===== src/sv/djq_pkg.sv =====
package djq_pkg;

  localparam int QUEUE_DEPTH_DEF = 64;
  localparam int NUM_HANDLES_DEF = 1024;

  localparam int FUNC_W   = 2;
  localparam int HANDLE_W = 10;
  localparam int LIMIT_W  = 7;

  localparam logic [LIMIT_W-1:0] LIMIT_RESET = 7'd64;

  typedef enum logic [FUNC_W-1:0] {
    FUNC_ADD    = 2'd0,
    FUNC_REMOVE = 2'd1,
    FUNC_GET    = 2'd2,
    FUNC_DONE   = 2'd3
  } func_t;

  typedef enum logic [2:0] {
    ST_CLEAR,
    ST_IDLE,
    ST_EXEC,
    ST_GET_CHK,
    ST_PURGE,
    ST_RESP
  } state_t;

  // datapath operation selected by the controller
  typedef enum logic [2:0] {
    OP_NONE,
    OP_CLEAR,
    OP_EXEC,
    OP_CHK,
    OP_PURGE
  } op_t;

  typedef struct packed {
    op_t  op;
    logic load;       // latch the request payload
    logic emit;       // load result register from live result
    logic emit_held;  // load result register from held result
  } dp_cmd_t;

  typedef struct packed {
    logic clear_done;
    logic get_hit;     // get on a non-empty queue
    logic remove_go;   // remove of a busy handle
    logic purge_done;
    logic out_free;
  } dp_stat_t;

endpackage


===== src/sv/djq_in_if.sv =====
interface djq_in_if;
  import djq_pkg::*;

  logic                valid;
  logic                ready;
  logic [FUNC_W-1:0]   func;
  logic [HANDLE_W-1:0] handle;
  logic                remove_on_get;

  modport source(output valid, func, handle, remove_on_get, input ready);
  modport sink(input valid, func, handle, remove_on_get, output ready);
endinterface


===== src/sv/djq_out_if.sv =====
interface djq_out_if;
  import djq_pkg::*;

  logic                valid;
  logic                ready;
  logic                ok;
  logic [HANDLE_W-1:0] job_handle;

  modport source(output valid, ok, job_handle, input ready);
  modport sink(input valid, ok, job_handle, output ready);
endinterface


===== src/sv/djq_ctrl.sv =====
module djq_ctrl (
  input  logic              clk,
  input  logic              rst,
  input  logic              in_valid,
  output logic              in_ready,
  input  djq_pkg::dp_stat_t stat,
  output djq_pkg::dp_cmd_t  cmd
);
  import djq_pkg::*;

  state_t state;
  state_t state_next;

  always_ff @(posedge clk) begin
    if (rst) begin
      state <= ST_CLEAR;
    end else begin
      state <= state_next;
    end
  end

  always_comb begin
    state_next = state;
    case (state)
      ST_CLEAR: begin
        if (stat.clear_done) state_next = ST_IDLE;
      end
      ST_IDLE: begin
        if (in_valid) state_next = ST_EXEC;
      end
      ST_EXEC: begin
        if (stat.get_hit) state_next = ST_GET_CHK;
        else if (stat.remove_go) state_next = ST_PURGE;
        else if (stat.out_free) state_next = ST_IDLE;
        else state_next = ST_RESP;
      end
      ST_GET_CHK: begin
        state_next = stat.out_free ? ST_IDLE : ST_RESP;
      end
      ST_PURGE: begin
        if (stat.purge_done) state_next = stat.out_free ? ST_IDLE : ST_RESP;
      end
      ST_RESP: begin
        if (stat.out_free) state_next = ST_IDLE;
      end
      default: state_next = ST_CLEAR;
    endcase
  end

  always_comb begin
    in_ready      = 1'b0;
    cmd.op        = OP_NONE;
    cmd.load      = 1'b0;
    cmd.emit      = 1'b0;
    cmd.emit_held = 1'b0;
    case (state)
      ST_CLEAR: begin
        cmd.op = OP_CLEAR;
      end
      ST_IDLE: begin
        in_ready = 1'b1;
        cmd.load = in_valid;
      end
      ST_EXEC: begin
        cmd.op   = OP_EXEC;
        cmd.emit = !stat.get_hit && !stat.remove_go && stat.out_free;
      end
      ST_GET_CHK: begin
        cmd.op   = OP_CHK;
        cmd.emit = stat.out_free;
      end
      ST_PURGE: begin
        cmd.op        = OP_PURGE;
        cmd.emit_held = stat.purge_done && stat.out_free;
      end
      ST_RESP: begin
        cmd.emit_held = stat.out_free;
      end
      default: begin
        cmd.op = OP_NONE;
      end
    endcase
  end

`ifndef SYNTHESIS
  a_emit_excl: assert property (@(posedge clk) disable iff (rst)
    !(cmd.emit && cmd.emit_held))
    else $error("both result sources selected");

  a_exec_after_accept: assert property (@(posedge clk) disable iff (rst)
    (state == ST_EXEC) |-> $past(in_valid && in_ready))
    else $error("execute step without an accepted transaction");

  a_clear_exit: assert property (@(posedge clk) disable iff (rst)
    (state == ST_CLEAR) |=> (state == ST_CLEAR || state == ST_IDLE))
    else $error("left bitmap clear sweep to a working state");
`endif

endmodule


===== src/sv/djq_datapath.sv =====
module djq_datapath #(
  parameter int QUEUE_DEPTH = djq_pkg::QUEUE_DEPTH_DEF,
  parameter int NUM_HANDLES = djq_pkg::NUM_HANDLES_DEF
) (
  input  logic                          clk,
  input  logic                          rst,
  input  djq_pkg::dp_cmd_t              cmd,
  output djq_pkg::dp_stat_t             stat,
  input  logic                          cfg_we,
  input  logic [djq_pkg::LIMIT_W-1:0]   cfg_wdata,
  input  logic [djq_pkg::FUNC_W-1:0]    req_func,
  input  logic [djq_pkg::HANDLE_W-1:0]  req_handle,
  input  logic                          req_rm,
  output logic                          rsp_valid,
  input  logic                          rsp_ready,
  output logic                          rsp_ok,
  output logic [djq_pkg::HANDLE_W-1:0]  rsp_job
);
  import djq_pkg::*;

  localparam int PTR_W  = $clog2(QUEUE_DEPTH);
  localparam int CNT_W  = $clog2(QUEUE_DEPTH + 1);
  localparam int SUM_W  = CNT_W + 1;
  localparam int HIDX_W = $clog2(NUM_HANDLES);
  localparam int EXT_W  = ((HIDX_W > HANDLE_W) ? HIDX_W : HANDLE_W) + 1;
  localparam int LIM_W  = (LIMIT_W > CNT_W) ? LIMIT_W : CNT_W;

  function automatic logic [PTR_W-1:0] slot_of(logic [PTR_W-1:0] base,
                                               logic [CNT_W-1:0] ofs);
    logic [SUM_W-1:0] sum;
    sum = SUM_W'(base) + SUM_W'(ofs);
    if (sum >= SUM_W'(QUEUE_DEPTH)) sum = sum - SUM_W'(QUEUE_DEPTH);
    return sum[PTR_W-1:0];
  endfunction

  function automatic logic [HIDX_W-1:0] to_idx(logic [HANDLE_W-1:0] h);
    logic [EXT_W-1:0] ext;
    ext = EXT_W'(h);
    return ext[HIDX_W-1:0];
  endfunction

  function automatic logic in_range(logic [HANDLE_W-1:0] h);
    return EXT_W'(h) < EXT_W'(NUM_HANDLES);
  endfunction

  // request latch
  func_t               func_q;
  logic [HANDLE_W-1:0] handle_q;
  logic                rm_q;
  logic [HANDLE_W-1:0] job_q;

  // queue control
  logic [PTR_W-1:0]    head;
  logic [CNT_W-1:0]    count;
  logic [CNT_W-1:0]    scan;
  logic [CNT_W-1:0]    kept;
  logic                pend;
  logic [HIDX_W-1:0]   clr_idx;
  logic [LIMIT_W-1:0]  queue_limit;

  logic                held_ok;
  logic [HANDLE_W-1:0] held_job;

  // storage
  logic [HANDLE_W-1:0] job_mem [QUEUE_DEPTH];
  logic [HANDLE_W-1:0] job_rdata;
  logic                busy_mem [NUM_HANDLES];
  logic                busy_rdata;

  logic                rng_q;
  logic                count_ok;
  logic                add_go;
  logic                remove_go;
  logic                get_hit;
  logic                exec_ok;
  logic                live_ok;
  logic [HANDLE_W-1:0] live_job;
  logic                purge_done;
  logic                purge_wr;
  logic                out_free;

  logic                job_we;
  logic [PTR_W-1:0]    job_waddr;
  logic [HANDLE_W-1:0] job_wdata;
  logic [PTR_W-1:0]    job_raddr;

  logic                busy_we;
  logic [HIDX_W-1:0]   busy_waddr;
  logic                busy_wdata;
  logic [HIDX_W-1:0]   busy_raddr;

  assign rng_q     = in_range(handle_q);
  assign count_ok  = (LIM_W'(count) < LIM_W'(queue_limit)) &&
                     (LIM_W'(count) < LIM_W'(QUEUE_DEPTH));
  assign add_go    = (func_q == FUNC_ADD) && rng_q && !busy_rdata && count_ok;
  assign remove_go = (func_q == FUNC_REMOVE) && rng_q && busy_rdata;
  assign get_hit   = (func_q == FUNC_GET) && (count != '0);

  always_comb begin
    case (func_q)
      FUNC_ADD:    exec_ok = add_go;
      FUNC_REMOVE: exec_ok = remove_go;
      FUNC_GET:    exec_ok = 1'b0;
      FUNC_DONE:   exec_ok = 1'b1;
      default:     exec_ok = 1'b0;
    endcase
  end

  assign live_ok  = (cmd.op == OP_CHK) ? busy_rdata : exec_ok;
  assign live_job = ((cmd.op == OP_CHK) && busy_rdata) ? job_q : '0;

  assign purge_done = (scan == count) && !pend;
  assign purge_wr   = (cmd.op == OP_PURGE) && pend && (job_rdata != handle_q);
  assign out_free   = !rsp_valid || rsp_ready;

  assign stat.clear_done = (clr_idx == HIDX_W'(NUM_HANDLES - 1));
  assign stat.get_hit    = get_hit;
  assign stat.remove_go  = remove_go;
  assign stat.purge_done = purge_done;
  assign stat.out_free   = out_free;

  // job memory ports
  always_comb begin
    job_we    = 1'b0;
    job_waddr = slot_of(head, count);
    job_wdata = handle_q;
    if ((cmd.op == OP_EXEC) && add_go) begin
      job_we = 1'b1;
    end else if (purge_wr) begin
      job_we    = 1'b1;
      job_waddr = slot_of(head, kept);
      job_wdata = job_rdata;
    end
  end

  assign job_raddr = (cmd.op == OP_PURGE) ? slot_of(head, scan) : head;

  always_ff @(posedge clk) begin
    if (job_we) job_mem[job_waddr] <= job_wdata;
    job_rdata <= job_mem[job_raddr];
  end

  // busy bitmap ports
  always_comb begin
    busy_we    = 1'b0;
    busy_waddr = to_idx(handle_q);
    busy_wdata = 1'b0;
    case (cmd.op)
      OP_CLEAR: begin
        busy_we    = 1'b1;
        busy_waddr = clr_idx;
      end
      OP_EXEC: begin
        busy_we    = add_go || remove_go || ((func_q == FUNC_DONE) && rng_q);
        busy_wdata = add_go;
      end
      OP_CHK: begin
        busy_we    = busy_rdata && rm_q;
        busy_waddr = to_idx(job_q);
      end
      default: busy_we = 1'b0;
    endcase
  end

  assign busy_raddr = (cmd.op == OP_EXEC) ? to_idx(job_rdata) : to_idx(req_handle);

  always_ff @(posedge clk) begin
    if (busy_we) busy_mem[busy_waddr] <= busy_wdata;
    busy_rdata <= busy_mem[busy_raddr];
  end

  // payload latches
  always_ff @(posedge clk) begin
    if (cmd.load) begin
      func_q   <= func_t'(req_func);
      handle_q <= req_handle;
      rm_q     <= req_rm;
    end
    if (cmd.op == OP_EXEC) job_q <= job_rdata;
    if ((cmd.op == OP_EXEC) || (cmd.op == OP_CHK)) begin
      held_ok  <= live_ok;
      held_job <= live_job;
    end
    if (cmd.emit) begin
      rsp_ok  <= live_ok;
      rsp_job <= live_job;
    end else if (cmd.emit_held) begin
      rsp_ok  <= held_ok;
      rsp_job <= held_job;
    end
  end

  // control registers
  always_ff @(posedge clk) begin
    if (rst) begin
      head        <= '0;
      count       <= '0;
      scan        <= '0;
      kept        <= '0;
      pend        <= 1'b0;
      clr_idx     <= '0;
      queue_limit <= LIMIT_RESET;
      rsp_valid   <= 1'b0;
    end else begin
      if (cfg_we) queue_limit <= cfg_wdata;

      if (cmd.op == OP_CLEAR) clr_idx <= clr_idx + HIDX_W'(1);

      case (cmd.op)
        OP_EXEC: begin
          scan <= '0;
          kept <= '0;
          pend <= 1'b0;
          if (add_go) begin
            count <= count + CNT_W'(1);
          end else if (get_hit) begin
            head  <= slot_of(head, CNT_W'(1));
            count <= count - CNT_W'(1);
          end
        end
        OP_PURGE: begin
          pend <= (scan != count);
          if (scan != count) scan <= scan + CNT_W'(1);
          if (purge_wr) kept <= kept + CNT_W'(1);
          if (purge_done) count <= kept;
        end
        default: pend <= 1'b0;
      endcase

      if (cmd.emit || cmd.emit_held) rsp_valid <= 1'b1;
      else if (rsp_ready) rsp_valid <= 1'b0;
    end
  end

`ifndef SYNTHESIS
  a_count_bound: assert property (@(posedge clk) disable iff (rst)
    (CNT_W'(count) <= CNT_W'(QUEUE_DEPTH)) && (SUM_W'(head) < SUM_W'(QUEUE_DEPTH)))
    else $error("queue occupancy or head out of range");

  a_emit_free: assert property (@(posedge clk) disable iff (rst)
    (cmd.emit || cmd.emit_held) |-> out_free)
    else $error("result register overwritten while full");

  a_purge_order: assert property (@(posedge clk) disable iff (rst)
    (cmd.op == OP_PURGE) |-> ((kept <= scan) && (scan <= count)))
    else $error("compaction write overtook read");
`endif

endmodule


===== src/sv/dedup_job_queue_with_busy_set_top.sv =====
// Channel   Dir  Payload                          Transaction when
// job_req   in   func, handle, remove_on_get      job_req.valid && job_req.ready
// job_rsp   out  ok, job_handle                   job_rsp.valid && job_rsp.ready
// cfg       in   cfg_wdata (queue_limit)          cfg_we
//
// Steps: add, done, get on an empty queue and remove of an idle handle are accept then
// execute; get on a non-empty queue adds a step (FIFO read, then bitmap read at the head handle);
// remove of a busy handle adds a compaction pass over every queued entry in the job
// memory. One transaction is in flight at a time.
// Reset (rst, synchronous) runs a bitmap clear over all NUM_HANDLES entries, job_req.ready low.
// A finished result stalls only while the output register still holds the previous one.
module dedup_job_queue_with_busy_set_top #(
  parameter int QUEUE_DEPTH = djq_pkg::QUEUE_DEPTH_DEF,
  parameter int NUM_HANDLES = djq_pkg::NUM_HANDLES_DEF
) (
  input  logic                        clk,
  input  logic                        rst,
  input  logic                        cfg_we,
  input  logic [djq_pkg::LIMIT_W-1:0] cfg_wdata,
  djq_in_if.sink                      job_req,
  djq_out_if.source                   job_rsp
);
  import djq_pkg::*;

  dp_cmd_t  cmd;
  dp_stat_t stat;

  // Controller sequences each request: accept, execute, optional
  // bitmap check (get) or compaction (remove), then result hand-off.
  djq_ctrl u_ctrl (
    .clk      (clk),
    .rst      (rst),
    .in_valid (job_req.valid),
    .in_ready (job_req.ready),
    .stat     (stat),
    .cmd      (cmd)
  );

  // Datapath holds the job memory, busy bitmap, pointers and result register.
  djq_datapath #(
    .QUEUE_DEPTH (QUEUE_DEPTH),
    .NUM_HANDLES (NUM_HANDLES)
  ) u_dp (
    .clk        (clk),
    .rst        (rst),
    .cmd        (cmd),
    .stat       (stat),
    .cfg_we     (cfg_we),
    .cfg_wdata  (cfg_wdata),
    .req_func   (job_req.func),
    .req_handle (job_req.handle),
    .req_rm     (job_req.remove_on_get),
    .rsp_valid  (job_rsp.valid),
    .rsp_ready  (job_rsp.ready),
    .rsp_ok     (job_rsp.ok),
    .rsp_job    (job_rsp.job_handle)
  );

endmodule


===== src/flat_wrapper.sv =====
// flat-port wrapper written by rule: the top's interface ports become plain ports
module dedup_job_queue_with_busy_set_top_flat import djq_pkg::*;
#(
  parameter int QUEUE_DEPTH = djq_pkg::QUEUE_DEPTH_DEF,
  parameter int NUM_HANDLES = djq_pkg::NUM_HANDLES_DEF
)
  (clk, rst, cfg_we, cfg_wdata, job_req_valid, job_req_func, job_req_handle, job_req_remove_on_get, job_req_ready, job_rsp_valid, job_rsp_ok, job_rsp_job_handle, job_rsp_ready);
  djq_in_if job_req_i ();
  djq_out_if job_rsp_i ();
  input  logic clk;
  input  logic rst;
  input  logic cfg_we;
  input  logic [djq_pkg::LIMIT_W-1:0] cfg_wdata;
  input wire logic [$bits(job_req_i.valid)-1:0] job_req_valid;
  input wire logic [$bits(job_req_i.func)-1:0] job_req_func;
  input wire logic [$bits(job_req_i.handle)-1:0] job_req_handle;
  input wire logic [$bits(job_req_i.remove_on_get)-1:0] job_req_remove_on_get;
  output wire logic [$bits(job_req_i.ready)-1:0] job_req_ready;
  output wire logic [$bits(job_rsp_i.valid)-1:0] job_rsp_valid;
  output wire logic [$bits(job_rsp_i.ok)-1:0] job_rsp_ok;
  output wire logic [$bits(job_rsp_i.job_handle)-1:0] job_rsp_job_handle;
  input wire logic [$bits(job_rsp_i.ready)-1:0] job_rsp_ready;
  assign job_req_i.valid = job_req_valid;
  assign job_req_i.func = job_req_func;
  assign job_req_i.handle = job_req_handle;
  assign job_req_i.remove_on_get = job_req_remove_on_get;
  assign job_req_ready = job_req_i.ready;
  assign job_rsp_valid = job_rsp_i.valid;
  assign job_rsp_ok = job_rsp_i.ok;
  assign job_rsp_job_handle = job_rsp_i.job_handle;
  assign job_rsp_i.ready = job_rsp_ready;
  dedup_job_queue_with_busy_set_top #(.QUEUE_DEPTH(QUEUE_DEPTH), .NUM_HANDLES(NUM_HANDLES)) u_core (.clk(clk), .rst(rst), .cfg_we(cfg_we), .cfg_wdata(cfg_wdata), .job_req(job_req_i), .job_rsp(job_rsp_i));
endmodule

===== config.mk =====
export PLATFORM = sky130hd
export DESIGN_NAME = dedup_job_queue_with_busy_set_top_flat
export DESIGN_NICKNAME = d
export VERILOG_FILES = /design/src/sv/djq_pkg.sv /design/src/sv/djq_in_if.sv /design/src/sv/djq_out_if.sv /design/src/sv/djq_ctrl.sv /design/src/sv/djq_datapath.sv /design/src/sv/dedup_job_queue_with_busy_set_top.sv /design/src/flat_wrapper.sv
export SDC_FILE = /design/constraint.sdc
export NUM_CORES = 2
export LEC_CHECK = 0
export ABC_AREA = 1
export BUFFER_PORTS_ARGS = -buffer_cell sky130_fd_sc_hd__buf_4
export CAP_MARGIN = 20
export CORE_ASPECT_RATIO = 0.5
export CORE_MARGIN = 8
export CORE_UTILIZATION = 45
export CTS_CLUSTER_DIAMETER = 40
export CTS_CLUSTER_SIZE = 8
export DETAILED_ROUTE_END_ITERATION = 16
export GPL_TIMING_DRIVEN = 0
export HOLD_SLACK_MARGIN = 0.15
export PLACE_DENSITY = 0.65
export SLEW_MARGIN = 20
export SYNTH_ARGS = -nofsm -noshare
export SYNTH_HDL_FRONTEND = slang
export SYNTH_HIERARCHICAL = 1
export SYNTH_SLANG_ARGS = --single-unit

===== constraint.sdc =====
create_clock -name clk -period 28.5 [get_ports clk]
set_clock_uncertainty 0.2 [all_clocks]
set_input_delay 2.85 -clock clk [delete_from_list [all_inputs] [get_ports clk]]
set_output_delay 2.85 -clock clk [all_outputs]
set_load 0.02 [all_outputs]

======== Word-level counts from Yosys, hierarchy flattened ========
Memories as Yosys holds them, arrays and structs flattened. A register that Yosys moved wholly into a read port is not among the register bits.
Index checks and enable logic that the tools add are counted.
W data, S select, Z words.
operators by class
  add/sub/neg operators ................... 13
  $lt $le $gt $ge ......................... 6
  equal/unequal tests ..................... 24
  mux-type cells .......................... 49
  bitwise gates (word level) .............. 2
  reduce and logical (&&, ||, !) cells .... 36
operators with widths
  operator                 number
  $mux W10                 6
  $mux W6                  7
  $pmux W7 S2              3
  $mux W7                  5
  $add A6 B7 Y8            3
  $ge A8 B7 Y1 const B     3
  $sub A6 B1 Y6 const B    4
  $add A7 B1 Y7 const B    3
  $mux W3                  7
  $pmux W10 S2             1
  $pmux W3 S6              1
  $logic_and A1 B1 Y1      14
  $mux W1                  14
  $eq A3 B2 Y1 const B     4
  $pmux W3 S4              1
  $add A10 B1 Y10 const B  1
  $eq A10 B10 Y1 const B   1
  $ne A10 B10 Y1           1
  $ne A2 B2 Y1 const B     5
  $eq A3 B3 Y1 const B     3
  $add A6 B1 Y7 const B    1
  $eq A7 B7 Y1             1
  $ge A7 B7 Y1 const B     1
  $lt A7 B7 Y1             1
  other kinds (22)         39
word-level totals
  register bits after elaboration ......... 94
  memory bits (writable) .................. 1664
  input bits .............................. 25
  output and inout bits ................... 13
  word-level logic and storage cells ...... 149
  memories kept ........................... 2
memories
  memory                depth  width  read ports  clocked after Yosys merged registers in  wr ports  line                source
  u_core.u_dp.busy_mem  1024   1      1           1                                        1         djq_datapath.sv:67  logic busy_mem [NUM_HANDLES];
  u_core.u_dp.job_mem   64     10     1           1                                        1         djq_datapath.sv:65  logic [HANDLE_W-1:0] job_mem [QUEUE_DEPTH];

======== Logic depth before layout (Yosys ltp) ========
  depth in word-level cells ............... 9
  depth in mapped cells ................... 22
  depth with buffers taken out ............ 19

======== Hierarchy ========
The synthesis kept the hierarchy.
modules (own cells, without submodules)
  module        instances  cells an instance  area an instance (um^2)
  djq_datapath  1          7648               78879.4
  djq_ctrl      1          50                 282.8

======== Least setup slack after synthesis ========
OpenSTA, ideal clock, no wires.
  kind .................................... reg2reg
  start point ............................. reg u_core.u_ctrl.state[1]
  end point ............................... mem u_core.u_dp.busy_mem[0] (data pin)
  arrival time ............................ 24.958 ns
  data required time ...................... 23.343 ns
  setup slack ............................. -1.615 ns
  stages on the path, launching flop included .. 9
  buffers on the path ..................... 2
  cell sequence ........................... dfxtp_1 -> inv_2 -> nand2_1 -> a21oi_1 -> inv_2 -> nand3_4 -> buf_2 -> clkbuf_1 -> nor2_1
RTL lines
  what                    line                source
  from (decl)             djq_ctrl.sv:11      state_t state;
  from (signal assigned)  djq_ctrl.sv:18      state <= state_next;
  to (decl)               djq_datapath.sv:67

======== Final worst setup path ========
  start point ............................. in job_req_handle[2]
  end point ............................... reg u_core.u_dp.busy_rdata, read port of u_core.u_dp.busy_mem
on the way
  longest elaborated chain between the ends .. 1
RTL lines
  what         line                 source
  from (decl)  flat_wrapper.sv:16   input wire logic [$bits(job_req_i.handle)-1:0] job_req_handle;
  $mux W10     djq_datapath.sv:165  assign busy_raddr = (cmd.op == OP_EXEC) ? to_idx(job_rdata) : to_idx(req_handle);
  to (decl)    djq_datapath.sv:68   logic busy_rdata;
Every way passes these cells.
A chain may end at the register's enable or synchronous reset.

==> results.txt <==
final critical-path share of the clock period: 0.2112
total number of yosys warnings: 6
area grow syn2layout: 15.38%
vias: 64140
summed negative setup slack over all endpoints: 0 ns
result of the run: finished, final reports clean
htree depth: 5
CP required: 28.98 ns
slew at the pin closest to its max-slew limit: 1.423 ns
gp weighted congestion: 1.017
area post-placement: 83930 sq um
number of antenna violations at the first check in global routing: 14
Die ar.: 190400 sq um
highest ir drop seen on vdd: 0.08455 mV
maximum fanout along the worst path: 10
wire length of the first global-routing pass: 420300 microns
filler cell count in the final layout: 15210
DRC Markers: 0
number of synthesized flops with an enable pin: 1709
highest clock rate: 166.1 MHz
FF+latch count, synth: 1769
buffers inserted by post-CTS timing repair: 0
gate count of the mapped netlist: 7698
top cell type's share of synthesized area: 0.6483
category of the worst setup path capture point: register
register area: 52520 sq um
routed len/inst: 28.99 microns
initial detailed-routing violation count: 11820
Pre-Repair DR Iteration Count: 7
total routing resource utilization after global routing: 0.3049
Chip Height: 312.6 microns
Die X-Extent: 609.2 microns
cell at the root of the clock tree: sky130_fd_sc_hd__clkbuf_16
clock power share: 0.393
Post-CTS Resized: 0
max-slew violation count: 0
number of rows in the core area: 108
data arrival at the endpoint of the critical path: 6.50 ns
final design area excluding fillers: 91340 sq um
max-cap check violation count: 0
# IOs: 38
net load switching power: 2.342 mW
TritonCTS clock tree: yes
dominant cells by area after synthesis: sky130_fd_sc_hd__edfxtp_1 (65%), sky130_fd_sc_hd__nor2_1 (7.3%), sky130_fd_sc_hd__nand2_1 (6.3%)
pin count of the biggest net entering global routing: 44
Switching Fraction: 0.3241
number of global-route vias before repair: 59410
clock sinks: 1769
relative contribution of sequential cells to total power: 0.403
Initial Utilization: 0.4548
register-to-register setup slack: 23.04 ns
cell type with the highest aggregate area in the netlist: sky130_fd_sc_hd__edfxtp_1
final setup vio count: 0
startpoint-to-endpoint class of the critical path: input pin to register
most numerous cell in the Yosys netlist: sky130_fd_sc_hd__edfxtp_1
clock slew at the register clock pins of the worst setup and hold paths: 0.05 ns
power per standard cell area: 79.11 nW/um^2
register area share after synthesis: 0.6635
number of vias per cell after detailed routing: 6.140
number of buffers on the longest clock path: 4
number of distinct library cell variants in the gate-level netlist after synthesis: 47
Slew headroom: 0.05111
GRT Residual Overflow: 0
DPL Wire Length: 196100 microns
fraction of layout instances using a drive strength above 1: 0.1009
clock buffers created by TritonCTS: 267
later-pin clock latency in the skew report: 0.83 ns
count of hold-fix buffers inserted at cts: 0
overall power after layout: 7.226 mW
Worst Reg-to-Reg Cells: 13
cell-internal power: 4.884 mW
remaining antenna violation count: 0
area of combinational cells with multiple inputs: 21820 sq um
cell depth of the worst min-delay path: 0
commonest cells in the synthesized netlist: sky130_fd_sc_hd__edfxtp_1 (1709), sky130_fd_sc_hd__nor2_1 (1549), sky130_fd_sc_hd__nand2_1 (1320)
Port-buffer cells: 37
share of synthesized flip-flops with an asynchronous set or reset: 0
syn_nets: 7757
Post-Route WL: 302900 microns
predominant post-synthesis flop cell: sky130_fd_sc_hd__edfxtp_1
number of endpoints with negative hold slack in the final report: 0
portion of total power attributed to combinational logic: 0.203
Cell Area, Synth: 79160 sq um
worst hold path type: register to register
mean post-synth cell area: 10.28 sq um
leakage power summed over all cells: 32.52 nW
shortest period the worst path allows: 6.019 ns
core area: 174000 sq um
NumNets Final: 8127
kind of start point of the critical path: input pin
setup repair after global routing missed its margin: false
through the flow:
stage	hold WS, ns	worst slack [ns]	cells	utilization
detailed placement	0.2165	22.01	10110	0.4822
global placement	0.2167	-2.380	10050	0.4730
finish	0.2144	22.48	10450	0.5248
floorplan	0.2082	9.525	7698	-
CTS	0.2147	22.88	10440	0.5242
global route	0.2490	22.69	10440	0.5247
power groups by stage:
stage | combinational [mW] | sequential, mW | clock, mW
after global placement | 1.32 | 2.98 | 0
after global routing | 1.47 | 2.91 | 2.97
final | 1.47 | 2.91 | 2.84
after floorplan | 0.669 | 2.97 | 0
after CTS | 1.37 | 2.91 | 2.85
after detailed placement | 1.37 | 2.96 | 0
layout by cell type, fill, tap and decap left out, types with 85 or more instances in the layout:
cell type	Yosys	routed
sky130_fd_sc_hd__a21oi_1	85	85
sky130_fd_sc_hd__buf_2	226	228
sky130_fd_sc_hd__clkbuf_1	271	259
sky130_fd_sc_hd__clkbuf_16	0	274
sky130_fd_sc_hd__edfxtp_1	1709	1709
sky130_fd_sc_hd__inv_1	642	642
sky130_fd_sc_hd__nand2_1	1320	1319
sky130_fd_sc_hd__nand3_1	752	752
sky130_fd_sc_hd__nor2_1	1549	1506
sky130_fd_sc_hd__o211ai_1	188	188
sky130_fd_sc_hd__o21ai_0	437	426
sky130_fd_sc_hd__o221ai_1	131	131
logic make-up after synthesis:
logic type               share of synthesized area
adder cells (fa/ha/maj)                   0.005753
XOR/XNOR                                  0.002877
flip-flops                                  0.6635
AO/OA/AOI/OAI                              0.07389
AND/OR/NAND/NOR                             0.1900
buffers and inverters                      0.06400
flip-flops by register name (all words and copies together), names as in the netlist, 10 cells and up:
signal,cells
u_core/u_dp/busy_mem,1024
u_core/u_dp/job_mem,640
u_core/u_dp/clr_idx,10
u_core/u_dp/handle_q,10
u_core/u_dp/held_job,10
u_core/u_dp/job_q,10
u_core/u_dp/job_rdata,10
u_core/u_dp/rsp_job,10
worst paths after layout:
| check | endpoint | startpoint |
|---|---|---|
| hold reg to reg | u_core/u_dp/job_q[7] | u_core/u_dp/job_rdata[7] |
| setup / recovery | u_core/u_dp/busy_rdata | job_req_handle[2] |
| hold / removal | u_core/u_dp/job_q[7] | u_core/u_dp/job_rdata[7] |
| setup reg to reg | u_core/u_dp/job_mem[4][7] | u_core/u_ctrl/state[0] |
per-layer routing:
metal,global-route usage,share of wire
met1,0.3960,0.35
met3,0.1024,0.16
met2,0.4448,0.42
met4,0.1795,0.071
met5,0,0.00046
critical path, stage by stage:
cell and delay, ns:
sky130_fd_sc_hd__buf_4 0.13, sky130_fd_sc_hd__nand2_1 0.06, sky130_fd_sc_hd__o21ai_1 0.19, sky130_fd_sc_hd__inv_1 0.12
sky130_fd_sc_hd__buf_2 0.43, sky130_fd_sc_hd__clkbuf_1 1.09, sky130_fd_sc_hd__nand3_1 0.16, sky130_fd_sc_hd__nand3_1 0.17
sky130_fd_sc_hd__nand3_1 0.13, sky130_fd_sc_hd__nand3_1 0.21, sky130_fd_sc_hd__nand3_1 0.10, sky130_fd_sc_hd__nand3_1 0.32
sky130_fd_sc_hd__nand3_1 0.21, sky130_fd_sc_hd__nand3_1 0.14, sky130_fd_sc_hd__nand2_1 0.13
area by class of cell:
| type | count | area share |
|---|---|---|
| clock inverter | 27 | 0.003712 |
| buffer | 566 | 0.02883 |
| clock buffer | 304 | 0.07630 |
| inverter | 662 | 0.02723 |
| antenna | 7 | 0.0001918 |
| sequential | 1769 | 0.5750 |
| multi-input combinational | 4701 | 0.2389 |
| timing repair buffer | 101 | 0.01816 |
| tap | 2310 | 0.03164 |
No activity file was read; power rests on OpenSTA's default activity.
